===== src/hw/rtl/tdpb_pkg.sv =====
// Shared types and constants for the tail-drop packet buffer timing block.
// No dependencies; every other file takes names from here by scope.
package tdpb_pkg;

    localparam int TDPB_DEPTH = 1024;
    localparam int BUF_SIZE_W = 11;
    localparam logic [BUF_SIZE_W-1:0] BUF_SIZE_RST = 11'd1024;

    localparam int TIME_W = 32;
    localparam int PROC_W = 16;

    typedef enum logic [1:0] {
        ST_IDLE,
        ST_POP,
        ST_PUSH
    } t_state;

endpackage


===== src/hw/rtl/tdpb_in_if.sv =====
// Input channel: one packet per beat (arrival and processing time).
// Depends on tdpb_pkg for field widths.
interface tdpb_in_if;
    logic                          valid;
    logic                          ready;
    logic [tdpb_pkg::TIME_W-1:0]   arr_tick;
    logic [tdpb_pkg::PROC_W-1:0]   proc_ticks;

    modport source (output valid, output arr_tick, output proc_ticks, input ready);
    modport sink   (input valid, input arr_tick, input proc_ticks, output ready);
endinterface


===== src/hw/rtl/tdpb_out_if.sv =====
// Result channel: drop flag and start tick per beat.
// Depends on tdpb_pkg for field widths.
interface tdpb_out_if;
    logic                          valid;
    logic                          ready;
    logic                          dropped;
    logic [tdpb_pkg::TIME_W-1:0]   start_tick;

    modport source (output valid, output dropped, output start_tick, input ready);
    modport sink   (input valid, input dropped, input start_tick, output ready);
endinterface


===== src/hw/rtl/tdpb_ctrl.sv =====
// Sequencer for the packet buffer: pops expired entries, decides drop/start,
// pushes the finish time and holds the result beat. Depends on tdpb_pkg and the
// channel interfaces; drives the ring memory ports.
module tdpb_ctrl #(
    parameter int DEPTH = tdpb_pkg::TDPB_DEPTH,
    parameter int AW    = (DEPTH > 1) ? $clog2(DEPTH) : 1
) (
    input  logic                            i_clk,
    input  logic                            i_rst_n,
    input  logic [tdpb_pkg::BUF_SIZE_W-1:0] i_buffer_size,
    tdpb_in_if.sink                         i_pkt,
    tdpb_out_if.source                      o_res,
    output logic                            o_wr_en,
    output logic [AW-1:0]                   o_wr_addr,
    output logic [tdpb_pkg::TIME_W-1:0]     o_wr_data,
    output logic [AW-1:0]                   o_rd_addr,
    input  logic [tdpb_pkg::TIME_W-1:0]     i_rd_data
);

    localparam int OW = $clog2(DEPTH + 1);
    localparam int TW = OW + 1;
    localparam int TM = tdpb_pkg::TIME_W;

    tdpb_pkg::t_state r_state, n_state;

    logic [AW-1:0]                   r_head;
    logic [OW-1:0]                   r_occ;
    logic [TM-1:0]                   r_arrival;
    logic [tdpb_pkg::PROC_W-1:0]     r_proc;
    logic [TM-1:0]                   r_last;
    logic                            r_out_valid;
    logic                            r_dropped;
    logic [TM-1:0]                   r_start;

    logic          accept;
    logic          pop_hit;
    logic          out_free;
    logic          full;
    logic [AW-1:0] head_inc;
    logic [TW-1:0] tail_sum;
    logic [AW-1:0] tail;
    logic [TM-1:0] start;
    logic [TM:0]   finish_sum;
    logic [TM-1:0] finish;

    assign accept   = i_pkt.valid && i_pkt.ready;
    assign out_free = !r_out_valid || o_res.ready;
    assign pop_hit  = (r_occ != '0) && (i_rd_data <= r_arrival);
    assign head_inc = (r_head == AW'(DEPTH - 1)) ? '0 : r_head + AW'(1);

    // capacity is min(buffer_size, DEPTH); occupancy never exceeds DEPTH
    assign full = (32'(r_occ) >= 32'(i_buffer_size)) || (r_occ == OW'(DEPTH));

    assign tail_sum = TW'(r_head) + TW'(r_occ);
    assign tail     = (tail_sum >= TW'(DEPTH)) ? AW'(tail_sum - TW'(DEPTH)) : AW'(tail_sum);

    assign start      = ((r_occ != '0) && (r_last > r_arrival)) ? r_last : r_arrival;
    assign finish_sum = {1'b0, start} + (TM + 1)'(r_proc);
    assign finish     = finish_sum[TM] ? '1 : finish_sum[TM-1:0];

    always_comb begin
        n_state = r_state;
        unique case (r_state)
            tdpb_pkg::ST_IDLE: begin
                if (accept) n_state = tdpb_pkg::ST_POP;
            end
            tdpb_pkg::ST_POP: begin
                if (!pop_hit) n_state = tdpb_pkg::ST_PUSH;
            end
            tdpb_pkg::ST_PUSH: begin
                if (out_free) n_state = tdpb_pkg::ST_IDLE;
            end
            default: n_state = tdpb_pkg::ST_IDLE;
        endcase
    end

    always_comb begin
        i_pkt.ready = 1'b0;
        o_rd_addr   = r_head;
        o_wr_en     = 1'b0;
        unique case (r_state)
            tdpb_pkg::ST_IDLE: begin
                i_pkt.ready = 1'b1;
            end
            // read ahead at head+1 so a pop chain runs one entry per cycle
            tdpb_pkg::ST_POP: begin
                o_rd_addr = head_inc;
            end
            tdpb_pkg::ST_PUSH: begin
                o_wr_en = out_free && !full;
            end
            default: begin
                i_pkt.ready = 1'b0;
            end
        endcase
    end

    assign o_wr_addr = tail;
    assign o_wr_data = finish;

    always_ff @(posedge i_clk) begin
        if (!i_rst_n) begin
            r_state     <= tdpb_pkg::ST_IDLE;
            r_head      <= '0;
            r_occ       <= '0;
            r_out_valid <= 1'b0;
        end else begin
            r_state <= n_state;
            if (r_state == tdpb_pkg::ST_POP && pop_hit) begin
                r_head <= head_inc;
                r_occ  <= r_occ - OW'(1);
            end
            if (r_state == tdpb_pkg::ST_PUSH && out_free) begin
                r_out_valid <= 1'b1;
                if (!full) r_occ <= r_occ + OW'(1);
            end else if (o_res.ready) begin
                r_out_valid <= 1'b0;
            end
        end
    end

    always_ff @(posedge i_clk) begin
        if (accept) begin
            r_arrival <= i_pkt.arr_tick;
            r_proc    <= i_pkt.proc_ticks;
        end
        if (r_state == tdpb_pkg::ST_PUSH && out_free) begin
            r_dropped <= full;
            r_start   <= full ? '0 : start;
            if (!full) r_last <= finish;
        end
    end

    assign o_res.valid      = r_out_valid;
    assign o_res.dropped    = r_dropped;
    assign o_res.start_tick = r_start;

`ifndef NO_ASSERTIONS
    a_occ_bound: assert property (@(posedge i_clk) disable iff (!i_rst_n)
        r_occ <= OW'(DEPTH))
        else $error("occupancy above depth");

    a_push_room: assert property (@(posedge i_clk) disable iff (!i_rst_n)
        o_wr_en |-> (r_occ < OW'(DEPTH)) && (r_state == tdpb_pkg::ST_PUSH))
        else $error("push into a full ring");

    a_accept_pop: assert property (@(posedge i_clk) disable iff (!i_rst_n)
        accept |=> r_state == tdpb_pkg::ST_POP)
        else $error("accepted beat did not start the expiry scan");

    a_pop_count: assert property (@(posedge i_clk) disable iff (!i_rst_n)
        (r_state == tdpb_pkg::ST_POP && pop_hit) |=> r_occ == $past(r_occ) - OW'(1))
        else $error("pop did not decrement occupancy");
`endif

endmodule


===== src/flat_wrapper.sv =====
// flat-port wrapper written by rule: the top's interface ports become plain ports
module tdpb_ctrl_flat 
#(
    parameter int DEPTH = tdpb_pkg::TDPB_DEPTH,
    parameter int AW    = (DEPTH > 1) ? $clog2(DEPTH) : 1
)
  (i_clk, i_rst_n, i_buffer_size, o_wr_en, o_wr_addr, o_wr_data, o_rd_addr, i_rd_data, i_pkt_valid, i_pkt_arr_tick, i_pkt_proc_ticks, i_pkt_ready, o_res_valid, o_res_dropped, o_res_start_tick, o_res_ready);
  tdpb_in_if i_pkt_i ();
  tdpb_out_if o_res_i ();
  input  logic i_clk;
  input  logic i_rst_n;
  input  logic [tdpb_pkg::BUF_SIZE_W-1:0] i_buffer_size;
  output logic o_wr_en;
  output logic [AW-1:0] o_wr_addr;
  output logic [tdpb_pkg::TIME_W-1:0] o_wr_data;
  output logic [AW-1:0] o_rd_addr;
  input  logic [tdpb_pkg::TIME_W-1:0] i_rd_data;
  input wire logic [$bits(i_pkt_i.valid)-1:0] i_pkt_valid;
  input wire logic [$bits(i_pkt_i.arr_tick)-1:0] i_pkt_arr_tick;
  input wire logic [$bits(i_pkt_i.proc_ticks)-1:0] i_pkt_proc_ticks;
  output wire logic [$bits(i_pkt_i.ready)-1:0] i_pkt_ready;
  output wire logic [$bits(o_res_i.valid)-1:0] o_res_valid;
  output wire logic [$bits(o_res_i.dropped)-1:0] o_res_dropped;
  output wire logic [$bits(o_res_i.start_tick)-1:0] o_res_start_tick;
  input wire logic [$bits(o_res_i.ready)-1:0] o_res_ready;
  assign i_pkt_i.valid = i_pkt_valid;
  assign i_pkt_i.arr_tick = i_pkt_arr_tick;
  assign i_pkt_i.proc_ticks = i_pkt_proc_ticks;
  assign i_pkt_ready = i_pkt_i.ready;
  assign o_res_valid = o_res_i.valid;
  assign o_res_dropped = o_res_i.dropped;
  assign o_res_start_tick = o_res_i.start_tick;
  assign o_res_i.ready = o_res_ready;
  tdpb_ctrl #(.DEPTH(DEPTH), .AW(AW)) u_core (.i_clk(i_clk), .i_rst_n(i_rst_n), .i_buffer_size(i_buffer_size), .i_pkt(i_pkt_i), .o_res(o_res_i), .o_wr_en(o_wr_en), .o_wr_addr(o_wr_addr), .o_wr_data(o_wr_data), .o_rd_addr(o_rd_addr), .i_rd_data(i_rd_data));
endmodule

===== config.mk =====
export PLATFORM = sky130hd
export DESIGN_NAME = tdpb_ctrl_flat
export DESIGN_NICKNAME = d
export VERILOG_FILES = /design/src/hw/rtl/tdpb_pkg.sv /design/src/hw/rtl/tdpb_in_if.sv /design/src/hw/rtl/tdpb_out_if.sv /design/src/hw/rtl/tdpb_ctrl.sv /design/src/flat_wrapper.sv
export SDC_FILE = /design/constraint.sdc
export NUM_CORES = 1
export LEC_CHECK = 0
export BUFFER_PORTS_ARGS = -buffer_cell sky130_fd_sc_hd__buf_2
export CAP_MARGIN = 30
export CORE_AREA = 2 2 132 134
export CTS_BUF_LIST = sky130_fd_sc_hd__clkbuf_16
export CTS_CLUSTER_SIZE = 28
export DETAILED_ROUTE_END_ITERATION = 8
export DIE_AREA = 0 0 134 136
export GPL_TIMING_DRIVEN = 0
export PLACE_DENSITY = 0.75
export SETUP_SLACK_MARGIN = 0.05
export SKIP_LAST_GASP = 1
export SLEW_MARGIN = 10
export SYNTH_ARGS = -nofsm -noshare
export SYNTH_HDL_FRONTEND = slang
export SYNTH_SLANG_ARGS = --single-unit

===== constraint.sdc =====
create_clock -name i_clk -period 6.68 [get_ports i_clk]
set_input_delay 1.67 -clock i_clk [delete_from_list [all_inputs] [get_ports i_clk]]
set_output_delay 1.67 -clock i_clk [all_outputs]
set_load 0.02 [all_outputs]

==> run_results.csv <==
group,metric,value,unit
run_status,run_status,"complete, but fails checks",
run_status,violated_checks,"negative setup slack",
drt,routed-via-count,9327,
drt,wl_per_cell,22.4,microns
sta,final.setup.worst_slack,-0.573,ns
floorplan,initial_core_utilization,53.5,%
sta,rsz0062_at_grt,"yes",
floorplan,die_x,134,microns
sta,drv_slew,0,
sta,max_slew.worst_pin.slew,0.873,ns
yosys,netlist-cell-type-count,59,
drt,antenna_left,0,
drt,drt_drc_violations_left,0,
pwr,comb_power_share,64.6,%
final_layout,drive_gt1_share,37.3,%
setup_path,critPathKind,"register to output pin",
drt,drt_iter0_drc,921,
placed_design,place_ws,-1.04,ns
drt,route.detailed.vias_per_inst,6.24,
drt,postRouteWirelength,33.5,mm
final_layout,fill_cells,1010,
pwr,powerDensity,499,nW/um^2
setup_path,crit_path_cell_trace,"ha_4, a21oi_4, o21ai_1, a221o_1, o31a_1, o211ai_1, buf_4, inv_6, clkbuf_8, o21ai_0, ha_1, a21oi_2, a21bo_2, a31oi_4, a2111oi_4, buf_4, o21bai_4, buf_6, nand2_1, xnor2_1, o211ai_1, buf_4",
pwr,netSwitchingPower,2770,uW
pwr,irDropWorstVdd,0.000458,V
global_routing,grt_antenna_before_repair,2,
yosys,asyncSetResetFlopFracSynth,0,%
yosys,yosysWarnings,0,
yosys,synthesis.area_per_instance,9.71,sq um
final_layout,layout-area-overhead-vs-synth,43.8,%
drt,wl_met1,12.4,mm
setup_path,timing.critical_path.fanout_max,7,
clock_tree,clkSinkCount,137,
setup_path,cpMostUsedCell,"sky130_fd_sc_hd__buf_4",
placed_design,io_buffer_count,181,
global_routing,grt_pass1_wl,44.9,mm
floorplan,rows,48,
clock_tree,cts.hold.buffers_added,0,
pwr,leakage_power,0.00583,uW
sta,maxSlewHeadroom,41.7,%
clock_tree,post_cts_clock_slew_at_the_launch_and_capture_registers_of_the_worst_setup_and_hold_paths,0.07,ns
placed_design,post-dp-hpwl,18.7,mm
sta,timing.setup.tns,-13.49,ns
placed_design,gp_congestion,0.976,
setup_path,slowest_stage,"sky130_fd_sc_hd__edfxtp_1",
setup_path,setup.worst_path.end_class,"output pin",
clock_tree,cts_root_buffer,"sky130_fd_sc_hd__clkbuf_16",
yosys,synth-edff-count,113,
global_routing,grt_pass1_vias,8554,
yosys,synth-seq-cells,137,
setup_path,regToRegSetupSlack,-0.51,ns
drt,detailedRoute.firstPassIterationCount,6,
clock_tree,tritoncts,"yes",
drt,dr_wl_met2,15.5,mm
setup_path,delay_of_the_slowest_cell_on_the_worst_path,0.49,ns
setup_path,crit_required,5.01,ns
yosys,post_synth_design_cell_area,9030,sq um
sta,timing.fmax,138,MHz
clock_tree,clock_buffers_created_by_tritoncts,17,
pwr,power.share.clock,15.8,%
sta,clock_skew,0.0141,ns
sta,setup_viol_count_final,33,
floorplan,io-pin-count,183,
setup_path,path_buf_inv,6,
yosys,synth_flop_cell,"sky130_fd_sc_hd__edfxtp_1",
pwr,swShare,42.7,%
floorplan,core_region_area,16900,sq um
final_layout,num-nets-final,1454,
drt,maxUsedRoutingLayer,"met4",
clock_tree,clk_latency,0.44,ns
drt,met3WireLength,3.24,mm
clock_tree,h_tree_level_count,4,
setup_path,start_kind,"register",
min_path,hold_path_class,"register to register",
flow_run,cap_viol_max_count,0,
setup_path,critical_path_arrival,5.58,ns
global_routing,groute.usage.overall,32.3,%
clock_tree,clockBufferDepth,2,
global_routing,grt_start_max_net_pins,29,
sta,tcrit_tclk_final,109,%
yosys,netlist_instances,930,
global_routing,grt_overflow,0,
pwr,share_seq_of_total_power,19.6,%
floorplan,fp.dieArea,18200,sq um
setup_path,worst_path_dominant_cell_family,"compound AO/OA/AOI/OAI gates",
floorplan,die_h,136,microns
yosys,synthesis.nets,1130,
pwr,power_report.internal_total,3710,uW
yosys,ys_seq_area_share,42.9,%
sta,min_period,7.25,ns
sta,hold_viol,0,
metrics by stage:
stage	instance area (sq um)	power, uW	utilization [%]	std cells	hold WS, ns
final	13000	6480	77.0	1494	0.554
after global routing	13000	6690	77.0	1494	0.580
after CTS	12200	5560	72.3	1456	0.538
after detailed placement	10300	3580	61.1	1339	0.528
after global placement	10200	3530	60.6	1336	0.511
after floorplan	9030	2840	-	930	0.490
logic make-up after synthesis:
group | Yosys count | share of synthesized area (%)
simple gates | 316 | 17.0
compound gates | 210 | 14.9
flops | 137 | 42.9
fa+ha+maj | 105 | 14.7
buf+inv | 101 | 4.38
xor+xnor | 45 | 4.36
mux | 16 | 1.77
cells in the mapped netlist, types with 24 or more instances:
master / count / area share, %
sky130_fd_sc_hd__nand2_1: 120 / 5.0
sky130_fd_sc_hd__edfxtp_1: 113 / 38
sky130_fd_sc_hd__ha_1: 103 / 14
sky130_fd_sc_hd__inv_1: 74 / 3.1
sky130_fd_sc_hd__a21oi_1: 58 / 3.2
sky130_fd_sc_hd__o21ai_0: 48 / 2.7
sky130_fd_sc_hd__nor2_1: 47 / 2.0
sky130_fd_sc_hd__xnor2_1: 33 / 3.2
sky130_fd_sc_hd__a21o_1: 30 / 2.5
sky130_fd_sc_hd__nand4_1: 27 / 1.9
sky130_fd_sc_hd__dfxtp_1: 24 / 5.3
registers in the layout, indices dropped and copies added (netlist names):
register	flops
u_core.o_res.start_tick	32
u_core.o_res.dropped	1
u_core.o_res.valid	1
u_core.r_occ	11
u_core.r_arrival	32
u_core.r_last	32
u_core.r_state	2
u_core.r_head	10
u_core.r_proc	16
layer usage:
| metal | track usage (%) | up-vias |
|---|---|---|
| li1 | - | 4049 |
| met1 | 39.3 | 4383 |
| met2 | 53.0 | 684 |
| met3 | 7.38 | 211 |
| met4 | 18.3 | 0 |
| met5 | 0 | - |
power by group through the flow:
stage               Sequential, uW  Combinational (uW)  Clock [uW]
floorplan                     1280                1560           0
global route                  1280                4350        1060
finish                        1270                4190        1020
detailed placement            1280                2310           0
global placement              1290                2250           0
CTS                           1250                3290        1010
cells in the final DEF, fill, tap and decap left out, types with 9 or more instances in the layout:
cell type	Yosys	layout
sky130_fd_sc_hd__buf_2	13	154
sky130_fd_sc_hd__buf_4	0	115
sky130_fd_sc_hd__edfxtp_1	113	113
sky130_fd_sc_hd__nand2_1	120	103
sky130_fd_sc_hd__ha_1	103	85
sky130_fd_sc_hd__inv_1	74	58
sky130_fd_sc_hd__a21oi_1	58	50
sky130_fd_sc_hd__nor2_1	47	44
sky130_fd_sc_hd__buf_6	0	37
sky130_fd_sc_hd__a21o_1	30	30
sky130_fd_sc_hd__xnor2_1	33	30
sky130_fd_sc_hd__nand4_1	27	27
sky130_fd_sc_hd__o21ai_0	48	25
sky130_fd_sc_hd__dfxtp_1	24	24
sky130_fd_sc_hd__clkbuf_16	0	20
sky130_fd_sc_hd__nor2b_1	21	19
sky130_fd_sc_hd__nor3_1	21	19
sky130_fd_sc_hd__nand3_1	20	18
sky130_fd_sc_hd__inv_2	0	17
sky130_fd_sc_hd__mux2i_1	16	15
sky130_fd_sc_hd__ha_4	0	15
sky130_fd_sc_hd__nand2b_1	12	11
sky130_fd_sc_hd__clkbuf_1	13	11
sky130_fd_sc_hd__xor2_1	12	11
sky130_fd_sc_hd__and3_1	14	11
sky130_fd_sc_hd__o211ai_1	10	10
sky130_fd_sc_hd__nand2_4	0	9
path summary, 6_finish.rpt:
check             depth (start not counted)        startpoint                end
setup / recovery                         22  u_core.r_last[9]      o_wr_data[29]
hold / removal                            2  u_core.r_head[5]   u_core.r_head[5]
setup reg to reg                         42  u_core.r_last[9]  u_core.r_last[13]
hold reg to reg                           2  u_core.r_head[5]   u_core.r_head[5]
final cells by class:
class                      instances  area (sq um)  share of cell area, %
buffer                            26           230                   1.77
multi-input combinational        692          5540                   42.7
antenna                            2          5.00                 0.0385
timing repair buffer             306          2150                   16.6
tap                              225           282                   2.17
inverter                          74           283                   2.18
clock buffer                      17           425                   3.27
clock inverter                    15           199                   1.53
sequential                       137          3870                   29.8
timing repair:
item | in CTS | in global routing
endpoints found under the setup margin | 32 | 33
setup buffers | 83 | 33
gates cloned | 3 | 2
pin swaps | 42 | 53
gates resized for setup | 176 | 102
worst min-delay path, delay by kind of cell, from the launching register on:
| family | cells | cell delay, ns |
|---|---|---|
| AO/OA/AOI/OAI | 1 | 0.07 |
| flip-flops | 1 | 0.36 |
| AND/OR/NAND/NOR | 1 | 0.08 |
No activity file was read; power rests on OpenSTA's default activity.
